[config.mk]
export PLATFORM = sky130hd
export DESIGN_NAME = gray_bitplane_coeff_splitter
export DESIGN_NICKNAME = d
export VERILOG_FILES = /design/src/hw/rtl/gbcs_pkg.sv /design/src/hw/rtl/gbcs_front.sv /design/src/hw/rtl/gbcs_queue.sv /design/src/hw/rtl/gbcs_back.sv /design/src/hw/rtl/gray_bitplane_coeff_splitter.sv
export SDC_FILE = /design/constraint.sdc
export NUM_CORES = 1
export LEC_CHECK = 0
export BUFFER_PORTS_ARGS = -buffer_cell sky130_fd_sc_hd__buf_2
export CORE_MARGIN = 4
export CORE_UTILIZATION = 35
export CTS_CLUSTER_DIAMETER = 50
export DETAILED_ROUTE_END_ITERATION = 10
export PLACE_DENSITY = 0.56
export SYNTH_ARGS = -nofsm -noshare
export SYNTH_HDL_FRONTEND = slang
export SYNTH_HIERARCHICAL = 1
export SYNTH_SLANG_ARGS = --single-unit
[constraint.sdc]
create_clock -name clock -period 6.31 [get_ports clock]
set_input_delay 1.262 -clock clock [delete_from_list [all_inputs] [get_ports clock]]
set_output_delay 1.262 -clock clock [all_outputs]
set_load 0.03 [all_outputs]
[src/hw/rtl/gbcs_pkg.sv]
// Package: shared constants and types of the Gray bit-plane coefficient splitter.
`default_nettype none

package gbcs_pkg;

   // default coefficient width
   localparam int COEFF_BITS_DEFAULT = 16;

   // entries in the queue between front and back
   localparam int QUEUE_DEPTH = 2;

   // width of the plane index on the result port
   localparam int PLANE_OUT_W = 4;

   // back-end scan phases
   localparam logic [1:0] PHASE_SIG  = 2'd0;
   localparam logic [1:0] PHASE_SIGN = 2'd1;
   localparam logic [1:0] PHASE_REF  = 2'd2;

   // queue status seen by front and back
   typedef struct packed {
      logic not_empty;
      logic full;
   } gbcs_q_status_type;

endpackage

`default_nettype wire

[src/hw/rtl/gbcs_front.sv]
// Front end: accepts coefficients, forms the Gray code and sign, pushes to the queue.
`default_nettype none

module gbcs_front
   import gbcs_pkg::*;
#(
   parameter int COEFF_BITS = COEFF_BITS_DEFAULT
) (
   input  wire logic                    req_valid,
   output logic                         req_stall,
   input  wire logic [COEFF_BITS-1:0]   req_coefficient,
   input  wire gbcs_q_status_type       q_status,
   output logic                         q_push,
   output logic [COEFF_BITS:0]          q_push_data
);

   logic [COEFF_BITS-1:0] gray;
   logic                  sign;

   always_comb begin
      gray = req_coefficient ^ (req_coefficient >> 1);
      sign = req_coefficient[COEFF_BITS-1];
   end

   // stall only while the queue is full
   assign req_stall   = q_status.full;
   assign q_push      = req_valid && !q_status.full;
   assign q_push_data = {sign, gray};

endmodule

`default_nettype wire

[src/hw/rtl/gbcs_queue.sv]
// Short queue of classified coefficients between front and back.
`default_nettype none

module gbcs_queue
   import gbcs_pkg::*;
#(
   parameter int DATA_W = COEFF_BITS_DEFAULT + 1
) (
   input  wire logic              clock,
   input  wire logic              reset,
   input  wire logic              push,
   input  wire logic [DATA_W-1:0] push_data,
   input  wire logic              pop,
   output logic [DATA_W-1:0]      pop_data,
   output gbcs_q_status_type      status
);

   localparam int PTR_W = (QUEUE_DEPTH > 1) ? $clog2(QUEUE_DEPTH) : 1;
   localparam int CNT_W = $clog2(QUEUE_DEPTH + 1);
   localparam logic [CNT_W-1:0] DEPTH_CNT = CNT_W'(QUEUE_DEPTH);
   localparam logic [PTR_W-1:0] LAST_PTR  = PTR_W'(QUEUE_DEPTH - 1);

   logic [DATA_W-1:0] entry_ff [QUEUE_DEPTH];
   logic [PTR_W-1:0]  wr_ptr_ff, wr_ptr_in;
   logic [PTR_W-1:0]  rd_ptr_ff, rd_ptr_in;
   logic [CNT_W-1:0]  count_ff, count_in;

   always_comb begin
      wr_ptr_in = wr_ptr_ff;
      rd_ptr_in = rd_ptr_ff;
      count_in  = count_ff;
      if (push) begin
         wr_ptr_in = (wr_ptr_ff == LAST_PTR) ? '0 : wr_ptr_ff + 1'b1;
      end
      if (pop) begin
         rd_ptr_in = (rd_ptr_ff == LAST_PTR) ? '0 : rd_ptr_ff + 1'b1;
      end
      if (push && !pop) begin
         count_in = count_ff + 1'b1;
      end else if (pop && !push) begin
         count_in = count_ff - 1'b1;
      end
   end

   always_ff @(posedge clock) begin
      if (reset) begin
         wr_ptr_ff <= '0;
         rd_ptr_ff <= '0;
         count_ff  <= '0;
      end else begin
         wr_ptr_ff <= wr_ptr_in;
         rd_ptr_ff <= rd_ptr_in;
         count_ff  <= count_in;
      end
   end

   always_ff @(posedge clock) begin
      if (push) begin
         entry_ff[wr_ptr_ff] <= push_data;
      end
   end

   assign pop_data         = entry_ff[rd_ptr_ff];
   assign status.not_empty = (count_ff != '0);
   assign status.full      = (count_ff == DEPTH_CNT);

endmodule

`default_nettype wire

[src/hw/rtl/gbcs_back.sv]
// Back end: walks the planes of one coefficient and registers one result per cycle unless rsp_stall holds the output.
`default_nettype none

module gbcs_back
   import gbcs_pkg::*;
#(
   parameter int COEFF_BITS = COEFF_BITS_DEFAULT
) (
   input  wire logic                    clock,
   input  wire logic                    reset,
   input  wire gbcs_q_status_type       q_status,
   input  wire logic [COEFF_BITS:0]     q_pop_data,
   output logic                         q_pop,
   output logic                         rsp_valid,
   input  wire logic                    rsp_stall,
   output logic [PLANE_OUT_W-1:0]       rsp_plane,
   output logic                         rsp_stream_select,
   output logic                         rsp_bit_value,
   output logic                         rsp_last
);

   localparam int PLANE_W = $clog2(COEFF_BITS);
   localparam int PEXT_W  = (PLANE_W > PLANE_OUT_W) ? PLANE_W : PLANE_OUT_W;
   localparam logic [PLANE_W-1:0] PLANE_TOP = PLANE_W'(COEFF_BITS - 1);

   logic                  busy_ff, busy_in;
   logic [1:0]            phase_ff, phase_in;
   logic [PLANE_W-1:0]    plane_ff, plane_in;
   logic [COEFF_BITS-1:0] gray_ff, gray_in;
   logic                  sign_ff, sign_in;

   logic                   rsp_valid_ff, rsp_valid_in;
   logic [PLANE_OUT_W-1:0] rsp_plane_ff, rsp_plane_in;
   logic                   rsp_sel_ff, rsp_sel_in;
   logic                   rsp_bit_ff, rsp_bit_in;
   logic                   rsp_last_ff, rsp_last_in;

   logic              advance;
   logic              fire;
   logic              done;
   logic              gray_bit;
   logic              plane_zero;
   logic              emit_sel;
   logic              emit_bit;
   logic              load;
   logic [PEXT_W-1:0] plane_ext;

   always_comb begin
      advance    = !rsp_valid_ff || !rsp_stall;
      fire       = busy_ff && advance;
      gray_bit   = gray_ff[plane_ff];
      plane_zero = (plane_ff == '0);
      plane_ext  = PEXT_W'(plane_ff);

      phase_in = phase_ff;
      plane_in = plane_ff;
      emit_sel = 1'b0;
      emit_bit = gray_bit;
      done     = 1'b0;

      case (phase_ff)
         PHASE_SIG: begin
            // stop the scan on the first set bit or at plane 0
            if (gray_bit || plane_zero) begin
               phase_in = PHASE_SIGN;
            end else begin
               plane_in = plane_ff - 1'b1;
            end
         end
         PHASE_SIGN: begin
            emit_bit = sign_ff;
            if (plane_zero) begin
               done = 1'b1;
            end else begin
               phase_in = PHASE_REF;
               plane_in = plane_ff - 1'b1;
            end
         end
         PHASE_REF: begin
            emit_sel = 1'b1;
            if (plane_zero) begin
               done = 1'b1;
            end else begin
               plane_in = plane_ff - 1'b1;
            end
         end
         default: begin
            done = 1'b1;
         end
      endcase

      if (!fire) begin
         phase_in = phase_ff;
         plane_in = plane_ff;
      end

      // take the next coefficient as soon as the current one finishes
      load    = q_status.not_empty && (!busy_ff || (fire && done));
      busy_in = busy_ff;
      gray_in = gray_ff;
      sign_in = sign_ff;
      if (load) begin
         busy_in  = 1'b1;
         phase_in = PHASE_SIG;
         plane_in = PLANE_TOP;
         gray_in  = q_pop_data[COEFF_BITS-1:0];
         sign_in  = q_pop_data[COEFF_BITS];
      end else if (fire && done) begin
         busy_in = 1'b0;
      end

      rsp_valid_in = advance ? fire : rsp_valid_ff;
      rsp_plane_in = rsp_plane_ff;
      rsp_sel_in   = rsp_sel_ff;
      rsp_bit_in   = rsp_bit_ff;
      rsp_last_in  = rsp_last_ff;
      if (fire) begin
         rsp_plane_in = plane_ext[PLANE_OUT_W-1:0];
         rsp_sel_in   = emit_sel;
         rsp_bit_in   = emit_bit;
         rsp_last_in  = done;
      end
   end

   always_ff @(posedge clock) begin
      if (reset) begin
         busy_ff      <= 1'b0;
         phase_ff     <= PHASE_SIG;
         rsp_valid_ff <= 1'b0;
      end else begin
         busy_ff      <= busy_in;
         phase_ff     <= phase_in;
         rsp_valid_ff <= rsp_valid_in;
      end
   end

   always_ff @(posedge clock) begin
      plane_ff     <= plane_in;
      gray_ff      <= gray_in;
      sign_ff      <= sign_in;
      rsp_plane_ff <= rsp_plane_in;
      rsp_sel_ff   <= rsp_sel_in;
      rsp_bit_ff   <= rsp_bit_in;
      rsp_last_ff  <= rsp_last_in;
   end

   assign q_pop             = load;
   assign rsp_valid         = rsp_valid_ff;
   assign rsp_plane         = rsp_plane_ff;
   assign rsp_stream_select = rsp_sel_ff;
   assign rsp_bit_value     = rsp_bit_ff;
   assign rsp_last          = rsp_last_ff;

endmodule

`default_nettype wire

[src/hw/rtl/gray_bitplane_coeff_splitter.sv]
// Top level: Gray-coded bit-plane significance/refinement splitter for signed coefficients.
`default_nettype none

// Each accepted coefficient (COEFF_BITS wide, two's complement) is Gray coded
// as an unsigned word and split into COEFF_BITS+1 result transactions, 17 at
// the default width. From the top plane down, each Gray bit goes to that
// plane's significance stream (stream_select 0) up to and including the first
// 1 or plane 0; the sign bit follows on the significance stream of the plane
// where the scan stopped; every lower plane's Gray bit then goes to its
// refinement stream (stream_select 1). The final transaction of a coefficient
// has last set and always carries plane 0. Throughput is one result per cycle
// unless rsp_stall holds the output; the back-end plane walker registers each
// result into the output stage. The front end classifies coefficients and
// pushes them into a two-entry queue; req_stall rises only while that queue is
// full, so up to two coefficients can be taken while the back end is busy or
// rsp_stall holds the output. A queued coefficient is loaded in the same cycle
// as the previous one's last result is formed, so the walker does not idle between them.
// Reset is synchronous and active high; no clearing pass is needed.
module gray_bitplane_coeff_splitter
   import gbcs_pkg::*;
#(
   parameter int COEFF_BITS = COEFF_BITS_DEFAULT
) (
   input  wire logic                  clock,
   input  wire logic                  reset,
   input  wire logic                  req_valid,
   output logic                       req_stall,
   input  wire logic [COEFF_BITS-1:0] req_coefficient,
   output logic                       rsp_valid,
   input  wire logic                  rsp_stall,
   output logic [PLANE_OUT_W-1:0]     rsp_plane,
   output logic                       rsp_stream_select,
   output logic                       rsp_bit_value,
   output logic                       rsp_last
);

   gbcs_q_status_type     q_status;
   logic                  q_push;
   logic                  q_pop;
   logic [COEFF_BITS:0]   q_push_data;
   logic [COEFF_BITS:0]   q_pop_data;

   // classify and enqueue
   gbcs_front #(
      .COEFF_BITS (COEFF_BITS)
   ) u_front (
      .req_valid       (req_valid),
      .req_stall       (req_stall),
      .req_coefficient (req_coefficient),
      .q_status        (q_status),
      .q_push          (q_push),
      .q_push_data     (q_push_data)
   );

   // decouple front and back
   gbcs_queue #(
      .DATA_W (COEFF_BITS + 1)
   ) u_queue (
      .clock     (clock),
      .reset     (reset),
      .push      (q_push),
      .push_data (q_push_data),
      .pop       (q_pop),
      .pop_data  (q_pop_data),
      .status    (q_status)
   );

   // walk the planes and emit results
   gbcs_back #(
      .COEFF_BITS (COEFF_BITS)
   ) u_back (
      .clock             (clock),
      .reset             (reset),
      .q_status          (q_status),
      .q_pop_data        (q_pop_data),
      .q_pop             (q_pop),
      .rsp_valid         (rsp_valid),
      .rsp_stall         (rsp_stall),
      .rsp_plane         (rsp_plane),
      .rsp_stream_select (rsp_stream_select),
      .rsp_bit_value     (rsp_bit_value),
      .rsp_last          (rsp_last)
   );

   // the final result of a coefficient always lands on plane 0
   assert property (@(posedge clock) disable iff (reset)
      rsp_valid && rsp_last |-> rsp_plane == '0)
   else $error("last result not on plane 0");

   // a plane-0 result that is not last is the scan's significance bit
   assert property (@(posedge clock) disable iff (reset)
      rsp_valid && !rsp_last && rsp_plane == '0 |-> !rsp_stream_select)
   else $error("refinement result on plane 0 not marked last");

   // never pop an empty queue or push a full one
   assert property (@(posedge clock) disable iff (reset)
      !(q_pop && !q_status.not_empty) && !(q_push && q_status.full))
   else $error("queue overflow or underflow");

endmodule

`default_nettype wire
# Word-level counts from Yosys, hierarchy flattened
# Memory sizes are Yosys's and may differ from the RTL's. A register that Yosys moved wholly into a read port is not among the register bits.
# Index checks and enable logic that the tools add are counted.
[totals]
ff_bits = 19
memories = 1
ramBits = 34
in_bits = 20
[classes]
add_sub_neg = 5
bitwise_logic = 1
eq_ne = 7
reduce_logical = 26
n_lt_le_gt_ge = 1
n_mux = 20
[memory_table]
columns = ["memory", "words", "word_bits", "rd", "rd_clocked_by_memory_dff", "wr", "line_no", "rtl"]
rows = [
  ["u_queue.entry_ff", 2, 17, 1, 1, 1, "gbcs_queue.sv:23", "logic [DATA_W-1:0] entry_ff [QUEUE_DEPTH];"],
]
[op_table]
columns = ["cell", "n"]
rows = [
  ["$xor A16 B15 Y16", 1],
  ["$mux W1", 10],
  ["$reduce_bool A2 Y1", 5],
  ["$mux W2", 4],
  ["$mux W4", 2],
  ["$pmux W4 S2", 1],
  ["$reduce_and A4 Y1", 2],
  ["$logic_and A1 B1 Y1", 6],
  ["$logic_not A1 Y1", 6],
  ["$ne A2 B2 Y1 const B", 3],
  ["$lt A4 B5 Y1 const B", 1],
  ["$bmux W1 S4", 1],
  ["$eq A2 B2 Y1 const B", 2],
  ["$logic_not A4 Y1", 1],
  ["$pmux W2 S2", 1],
  ["$reduce_or A2 Y1", 2],
  ["$sub A4 B1 Y4 const B", 1],
  ["$logic_or A1 B1 Y1", 3],
  ["$add A1 B1 Y1 const B", 2],
  ["$add A2 B1 Y2 const B", 1],
  ["$eq A2 B1 Y1 const B", 1],
  ["$logic_not A2 Y1", 1],
  ["$ne A2 B1 Y1 const B", 1],
  ["$pmux W1 S2", 1],
  ["$sub A2 B1 Y2 const B", 1],
]

# Depth between registers and ports, before layout
# Gate-level depths: netlist of run 1.
[depth]
ltp_word = 9
depth_mapped = 11

# By module
# Netlist of run 1, hierarchy kept.
[modules_own_cells]
columns = ["module", "cells_per_inst", "area_each_um2", "instances", "seq_area_each_um2"]
rows = [
  ["gbcs_back", 102, 1441.4, 1, 880.8],
  ["gbcs_queue", 75, 1435.1, 1, 1121.1],
  ["gbcs_front", 19, 160.2, 1, 0.0],
]

# Worst setup path after synthesis of run 1
# No wires, ideal clock.
[synth_timing]
path_kind = "input to register"
startpoint = "in rsp_stall"
endpoint = "reg u_queue.count_ff[1]"
setup_time_ps = 70
required_ps = 6240
n_path_buf = 0
t_arrival_ps = 2875
setup_slack_ps = 3366
cell_stages = 7
cell_sequence = "nand2_1 > o211ai_1 > nand2_1 > inv_1 > ha_1 > or3_1 > a21oi_1"
[synth_between]
elab_chain_len = 9
elab_cells_between_ends = 11
cone_classes = "1 x mux; 10 x reduce/logical"
[synth_lines]
columns = ["item", "line_no", "rtl"]
rows = [
  ["start, declared", "gray_bitplane_coeff_splitter.sv:30", "input wire logic rsp_stall,"],
  ["$logic_not A1 Y1 (*)", "gbcs_back.sv:49", "advance = !rsp_valid_ff || !rsp_stall;"],
  ["$logic_or A1 B1 Y1 (*)", "gbcs_back.sv:49", ""],
  ["$logic_and A1 B1 Y1 (*)", "gbcs_back.sv:50", "fire = busy_ff && advance;"],
  ["$logic_and A1 B1 Y1 (*)", "gbcs_back.sv:98", "load = q_status.not_empty && (!busy_ff || (fire && done));"],
  ["$logic_or A1 B1 Y1 (*)", "gbcs_back.sv:98", ""],
  ["$logic_and A1 B1 Y1 (*)", "gbcs_back.sv:98", ""],
  ["net q_pop", "gray_bitplane_coeff_splitter.sv:39", "logic q_pop;"],
  ["$logic_not A1 Y1", "gbcs_queue.sv:38", "if (push && !pop) begin"],
  ["$logic_and A1 B1 Y1", "gbcs_queue.sv:38", ""],
  ["$mux W2 or $reduce_bool A2 Y1 (tied branches)", "-", ""],
  ["end signal, assigned", "gbcs_queue.sv:53", "count_ff <= count_in;"],
  ["end, declared", "gbcs_queue.sv:26", "logic [CNT_W-1:0] count_ff, count_in;"],
]
# The timed path passes the listed nets; every way through them passes the cells marked *.
# A chain may end at the register's enable or synchronous reset.

# Worst setup path after layout of run 1
[layout_timing]
startpoint = "reg u_back.plane_ff[1] (netlist: u_back/plane_ext[1])"
endpoint = "reg u_queue.count_ff[1]"
[layout_between]
elab_chain_len = 9
elab_cells_between_ends = 11
cone_classes = "3 x mux; 8 x reduce/logical"
[layout_lines]
columns = ["item", "line_no", "rtl"]
rows = [
  ["start, declared", "gbcs_back.sv:28", "logic [PLANE_W-1:0] plane_ff, plane_in;"],
  ["start signal, assigned", "gbcs_back.sv:138", "plane_ff <= plane_in;"],
  ["$logic_not A4 Y1 (*)", "gbcs_back.sv:52", "plane_zero = (plane_ff == '0);"],
  ["$mux W1 (*)", "gbcs_back.sv:72, gbcs_back.sv:81", ""],
  ["$pmux W1 S2 (*)", "gbcs_back.sv:61", "case (phase_ff)"],
  ["$logic_and A1 B1 Y1 (*)", "gbcs_back.sv:98", ""],
  ["$logic_or A1 B1 Y1 (*)", "gbcs_back.sv:98", ""],
  ["$logic_and A1 B1 Y1 (*)", "gbcs_back.sv:98", ""],
  ["net q_pop", "gray_bitplane_coeff_splitter.sv:39", ""],
  ["$logic_not A1 Y1", "gbcs_queue.sv:38", ""],
  ["$logic_and A1 B1 Y1", "gbcs_queue.sv:38", ""],
  ["$mux W2 or $reduce_bool A2 Y1 (tied branches)", "-", ""],
]
# Marks and branches as above.

==> run summary, run 1 <==
status -> finished clean
Post-synth top cells -> edfxtp_1, mux2_2, xor2_1, dfxtp_1, nor2_1
# IOs -> 29
post-route cell area -> 3492 µm²
Total GRT Usage -> 9.726%
post-synthesis cell area -> 3037 µm²
Worst R2R Path Depth -> 9
Reg2Reg Setup Slack -> 3.14 ns
final hold slack -> 0.5004 ns
global-route wire length before repair -> 7514 µm
beginning of the worst hold path -> u_queue/count_ff[1]
hold depth -> 2
placed cells -> 323
non-filler cells, final -> 339
vias -> 1581
HP Class -> reg -> reg
Post-DRT Antenna Nets -> 0
drt wl/cell -> 13.32 µm
Critical Path End Type -> flop
Slew Limit Fails -> 0
biggest area consumer among synthesized cells -> edfxtp_1
Post-Place Cell Area -> 3266 µm²
initial antenna violation count -> 0
Setup TNS -> 0 ns
top-count cell post-synth -> edfxtp_1
hold buffers post-CTS -> 0
crit share post-route -> 50.29%
Max-slew headroom -> 32.69%
CP max FO -> 24
max-cap violations -> 0
Top FF cell, synth -> edfxtp_1
routability congestion estimate -> 0.7384
htree depth -> 3
crit path time final -> 3.173 ns
Synthesis Warnings -> 6
worst hold path endpoint -> u_queue/count_ff[1]
vias per cell -> 4.664
cts bufs inserted -> 9
Die ar. -> 10230 µm²
average instance area after synthesis -> 15.49 µm²
Pleak -> 1.310 nW
Pre-antenna DRT Iters -> 4
Ant. Diodes -> 0
Port Buffers -> 28
grt ovf -> 0
initial core utilization -> 36.41%
final wirelength -> 4514 µm
worst r2r src -> u_back/plane_ext[1]
Post-Route Skew -> 0.01582 ns
Post-Synthesis Cells -> 196
synth top area cells -> edfxtp_1, dfxtp_1, mux2_2
Post-CTS Setup Bufs -> 0
sequential share of the synthesized area -> 65.93%
CP Class -> reg -> reg
Worst-Skew Late Latency -> 0.34 ns
Worst-path clk slew -> 0.08 ns
Final nets -> 255
ys async rst share -> 0%
RR Endpoint -> u_queue/count_ff[1]
top-area cell type share of the netlist area -> 57.35%
Worst VDD drop -> 160.4 µV
Die W -> 101.1 µm
Critical Path AT -> 3.45 ns
CTS tree -> yes
CORE AREA -> 8341 µm²
Final WS setup -> 3.137 ns
# DRC -> 0
CTS Buffer Depth -> 2
Fmax -> 315.1 MHz
fraction of layout cells with a size suffix above 1 -> 32.05%
type of origin of the critical path -> flop
CTS root buffer -> clkbuf_8
Iter 0 DRT Violations -> 45
Sink Count -> 71
CP startpoint -> u_back/plane_ext[1]
worst slack, placed -> 2.931 ns
syn_nets -> 222
largest net degree at the start of global routing -> 25
Die Span Y -> 101.1 µm
number of global-route vias before repair -> 1595
RSZ-0062 raised after global routing -> no
actual slew at the worst max-slew pin -> 1.007 ns
PwrDens -> 432.5 nW/µm²
number of flops mapped to enable cells by yosys -> 58
Synth-to-Final Area Change -> 15.00%
register bit total from synthesis -> 71
setup violators final -> 0
DP Wirelength -> 3066 µm
final hold violations -> 0
CP required -> 6.59 ns
Yosys cell types -> 42
CTS resizes -> 0
FP Rows -> 33
worst max path at each step:
stage | slack (ns) | end
2_1_floorplan | 3.37 | u_queue/count_ff[1]
3_3_place_gp | 2.98 | u_queue/count_ff[1]
3_5_place_dp | 2.93 | u_queue/count_ff[1]
4_1_cts | 3.07 | u_queue/count_ff[1]
5_1_grt | 2.83 | u_queue/count_ff[1]
6_report | 3.14 | u_queue/count_ff[1]
report_power, final:
part           switching [W]  internal [W]
registers          0.0000623      0.000663
logic               0.000213      0.000170
clock network       0.000175      0.000228
placed cells by master, fill, tap and decap left out, types with 2 or more instances in the layout:
cell type,n
bufinv_16,2
nor3_1,2
xor2_1,17
nand2_1,4
mux2i_1,10
mux2_2,17
or3_1,2
xnor2_1,2
buf_2,28
inv_1,6
nand4_1,2
inv_6,2
clkbuf_8,9
mux4_2,2
dfxtp_1,13
a21oi_2,2
nor2_1,12
o211ai_1,3
nor2b_1,2
ha_1,6
o21ai_0,2
edfxtp_1,58
a21oi_1,7
inv_2,2
sequential cells by signal (all words and copies together), names as in the netlist, named ones only:
signal	cells
u_back/busy_ff	1
u_back/gray_ff	16
u_back/phase_ff	2
u_back/plane_ext	4
u_back/rsp_bit_value	1
u_back/rsp_last	1
u_back/rsp_plane	4
u_back/rsp_stream_select	1
u_back/rsp_valid	1
u_back/sign_ff	1
u_queue/count_ff	2
u_queue/entry_ff	34
u_queue/rd_ptr_ff	1
u_queue/wr_ptr_ff	1
through the flow:
step | power (W) | utilization (%)
detailed placement | 0.001128 | 39.15
floorplan | 0.001034 | -
global placement | 0.001123 | 39.15
global route | 0.001604 | 41.87
finish | 0.001510 | 41.87
CTS | 0.001541 | 41.87
area by class of cell:
cell class                      count  area, µm²
Tap cell                          105      131.4
Clock buffer                        9      123.9
Sequential cell                    71       2002
Fill cell                         787       4848
Multi-Input combinational cell    109      950.9
Timing Repair Buffer               29      147.6
Clock inverter                      7      102.6
Inverter                            9      33.78
critical path, stage by stage, from the launching register on:
cell and delay (ns):
dfxtp_1 0.49, inv_1 0.14, ha_1 0.21, nor4bb_1 0.40
o211ai_1 0.16, nand2_1 0.76, inv_1 0.10, ha_1 0.35
or3_1 0.35, a21oi_1 0.14
kinds of logic after synthesis:
logic type	share of synthesized area (%)
xor+xnor	5.480
mux	12.69
compound gates	5.439
simple gates	5.233
fa+ha+maj	2.472
buf+inv	2.760
flops	65.93
metal layers:
layer  up-vias  share of wire, %  GRT usage (%)
li1        790                 -              -
met1       760                45          11.80
met2        26                48          15.54
met3         5               4.8          3.581
met4         0               1.3          4.294
met5         -                 0              0
No activity file was read; power rests on OpenSTA's default activity.
==> run 2, diff against run 1 <==
- ABC_AREA: unset -> 1
- PLACE_DENSITY: 0.56 -> 0.58
- clock period: 6.31 -> 2.7 ns (I/O delays scaled with it)
==> run summary, run 2 <==
type of origin of the critical path -> flop
Worst-Skew Late Latency -> 0.34 ns (about the same)
worst r2r src -> u_back/plane_ext[0]
# DRC -> 0 (unchanged)
Fmax -> 436.7 MHz (+39%)
CP Class -> reg -> reg
Largest Register -> u_queue/entry_ff
CP startpoint -> u_back/plane_ext[0]
Port Buffers -> 28 (unchanged)
Reg2Reg Setup Slack -> 0.41 ns (-2.73 ns)
crit path time final -> 2.290 ns (-0.8835 ns)
vias per cell -> 4.405 (-5.6%)
status -> finished clean
register bit total from synthesis -> 71 (unchanged)
number of global-route vias before repair -> 1816 (+14%)
Setup TNS -> 0 ns (unchanged)
vias -> 1916 (+21%)
crit share post-route -> 84.81% (+35 points)
ys async rst share -> 0% (unchanged)
syn_nets -> 312 (+41%)
commonest non-fill, non-tap cell in the layout -> nand2_1
hold buffers post-CTS -> 0 (unchanged)
Power Total -> 0.003702 W (+150%)
Post-synth top cells -> nand2_1, edfxtp_1, inv_1, nor2_1, nand3_1
CTS Buffer Depth -> 2 (unchanged)
CORE AREA -> 8806 µm² (+5.6%)
initial antenna violation count -> 0 (unchanged)
CTS resizes -> 0 (unchanged)
Sink Count -> 71 (unchanged)
RSZ-0062 raised after global routing -> no
biggest area consumer among synthesized cells -> edfxtp_1
Max-slew headroom -> 51.34% (+19 points)
Pre-antenna DRT Iters -> 4 (unchanged)
Post-CTS Setup Bufs -> 0 (unchanged)
Critical Path End Type -> flop
Total GRT Usage -> 9.431% (-0.29 points)
Iter 0 DRT Violations -> 79 (+76%)
setup violators final -> 0 (unchanged)
htree depth -> 3 (unchanged)
Final nets -> 348 (+36%)
top-count cell post-synth -> nand2_1
CP required -> 2.98 ns (-3.61 ns)
final wirelength -> 4822 µm (+6.8%)
average instance area after synthesis -> 11.17 µm² (-28%)
synth top area cells -> edfxtp_1, nand2_1, dfxtp_1
Critical Path AT -> 2.57 ns (-0.88 ns)
Slew Limit Fails -> 0 (unchanged)
Final Util -> 41.47% (-0.39 points)
Worst-path clk slew -> 0.08 ns (about the same)
max-cap violations -> 0 (unchanged)
DP Wirelength -> 3420 µm (+12%)
slowest CP cell -> dfxtp_1
actual slew at the worst max-slew pin -> 0.7290 ns (-0.2782 ns)
Synth-to-Final Area Change -> 14.29%
Post-DRT Antenna Nets -> 0 (unchanged)
hold depth -> 1 (-1)
drt wl/cell -> 11.09 µm (-17%)
# IOs -> 29 (unchanged)
Yosys cell types -> 29 (-31%)
top flop regs -> u_queue/entry_ff (34), u_back/gray_ff (16)
largest net degree at the start of global routing -> 21 (-16%)
FP Rows -> 34 (+3.0%)
Most common cell on crit path -> inv_1
HP Class -> in -> reg
RR Endpoint -> u_queue/count_ff[1]
CTS tree -> yes
Worst R2R Path Depth -> 14 (+5)
slowest stage delay, CP -> 0.57 ns (-0.19 ns)
Synthesis Warnings -> 6 (unchanged)
Pleak -> 1.613 nW (+23%)
Buf+Inv Stages, Crit Path -> 5 (+3)
Die Span Y -> 103.6 µm (+2.4%)
final hold violations -> 0 (unchanged)
beginning of the worst hold path -> req_coefficient[15]
initial core utilization -> 36.29% (-0.12 points)
grt ovf -> 0 (unchanged)
PwrDens -> 1014 nW/µm² (+130%)
CP max FO -> 13 (-46%)
max reg flops -> 34 (unchanged)
cts bufs inserted -> 9 (unchanged)
Ant. Diodes -> 0 (unchanged)
global-route wire length before repair -> 8017 µm (+6.7%)
Worst VDD drop -> 313.3 µV (+95%)
Die ar. -> 10720 µm² (+4.8%)
Post-Synthesis Cells -> 286 (+46%)
number of flops mapped to enable cells by yosys -> 58 (unchanged)
fraction of layout cells with a size suffix above 1 -> 24.16% (-7.9 points)
routability congestion estimate -> 0.7834 (+6.1%)
CP cell instances -> inv_2, ha_1, nand3_2, inv_2, a21o_4, a21oi_4, nor2_2, inv_1, ha_1, inv_1, nand3_1, nand2_1, inv_1, nor2_1
commonest non-fill, non-tap cells in the layout -> nand2_1, edfxtp_1, inv_1, buf_2, nor2_1
non-filler cells, final -> 435 (+28%)
sequential share of the synthesized area -> 62.65% (-3.3 points)
Top delay family on crit path -> flip-flops
post-synthesis cell area -> 3196 µm² (+5.2%)
Top FF cell, synth -> edfxtp_1
CTS root buffer -> clkbuf_8
top-area cell type share of the netlist area -> 54.50% (-2.9 points)
Die W -> 103.6 µm (+2.4%)
Post-Route Skew -> 0.006543 ns (-0.009275 ns)
placed cells -> 419 (+30%)
worst hold path endpoint -> u_queue/entry_ff[0][15]
## run 2: worst max path at each step
| stage | to | cells after the start | slack, ns |
|---|---|---|---|
| after floorplan | u_queue/count_ff[1] | 14 | 0.30 |
| after global placement | u_queue/count_ff[1] | 14 | 0.54 |
| final | u_queue/count_ff[1] | 14 | 0.41 |
| after CTS | u_queue/count_ff[1] | 14 | 0.41 |
| after global routing | u_queue/count_ff[1] | 14 | 0.18 |
| after detailed placement | u_queue/count_ff[1] | 14 | 0.42 |
## run 2: final cells by class
type | count | area, µm²
fill | 836 | 5154
timing repair buffer | 31 | 162.7
tap | 108 | 135.1
clock buffer | 9 | 123.9
multi-input combinational | 164 | 963.4
sequential | 71 | 2002
clock inverter | 7 | 96.34
inverter | 45 | 168.9
## run 2: kinds of logic (layout without fill, tap and decap cells)
| logic type | count (synthesis) | in the layout | synth area share, % |
|---|---|---|---|
| xor+xnor | 3 | 3 | 0.8224 |
| compound gates | 8 | 8 | 2.467 |
| buf+inv | 51 | 92 | 7.204 |
| simple gates | 129 | 129 | 16.99 |
| mux | 18 | 18 | 7.518 |
| fa+ha+maj | 6 | 6 | 2.349 |
| flops | 71 | 71 | 62.65 |
## run 2: power by group
group	total [W]	internal (W)	switching (W)
registers	0.00169	0.00157	0.000126
clock network	0.000922	0.000521	0.000402
logic	0.00109	0.000414	0.000674
total	0.00370	0.00250	0.00120
## run 2: metal layers
layer	routed length, µm	vias to the layer above	global-route usage, %	part of all wire [%]
met4	65	0	5.603	1.3
met2	2270	30	15.23	47
met5	0	-	0	0
met3	158	5	2.985	3.3
met1	2326	878	11.02	48
li1	-	1003	-	-
## run 2: metrics by stage
| stage | hold slack (ns) | setup slack, ns | instance area, µm² |
|---|---|---|---|
| detailed placement | 0.4882 | 0.4192 | 3432 |
| global placement | 0.4872 | 0.5389 | 3432 |
| finish | 0.4617 | 0.4102 | 3652 |
| CTS | 0.4377 | 0.4102 | 3652 |
| floorplan | 0.4527 | 0.3045 | 3196 |
| global route | 0.4495 | 0.1785 | 3652 |
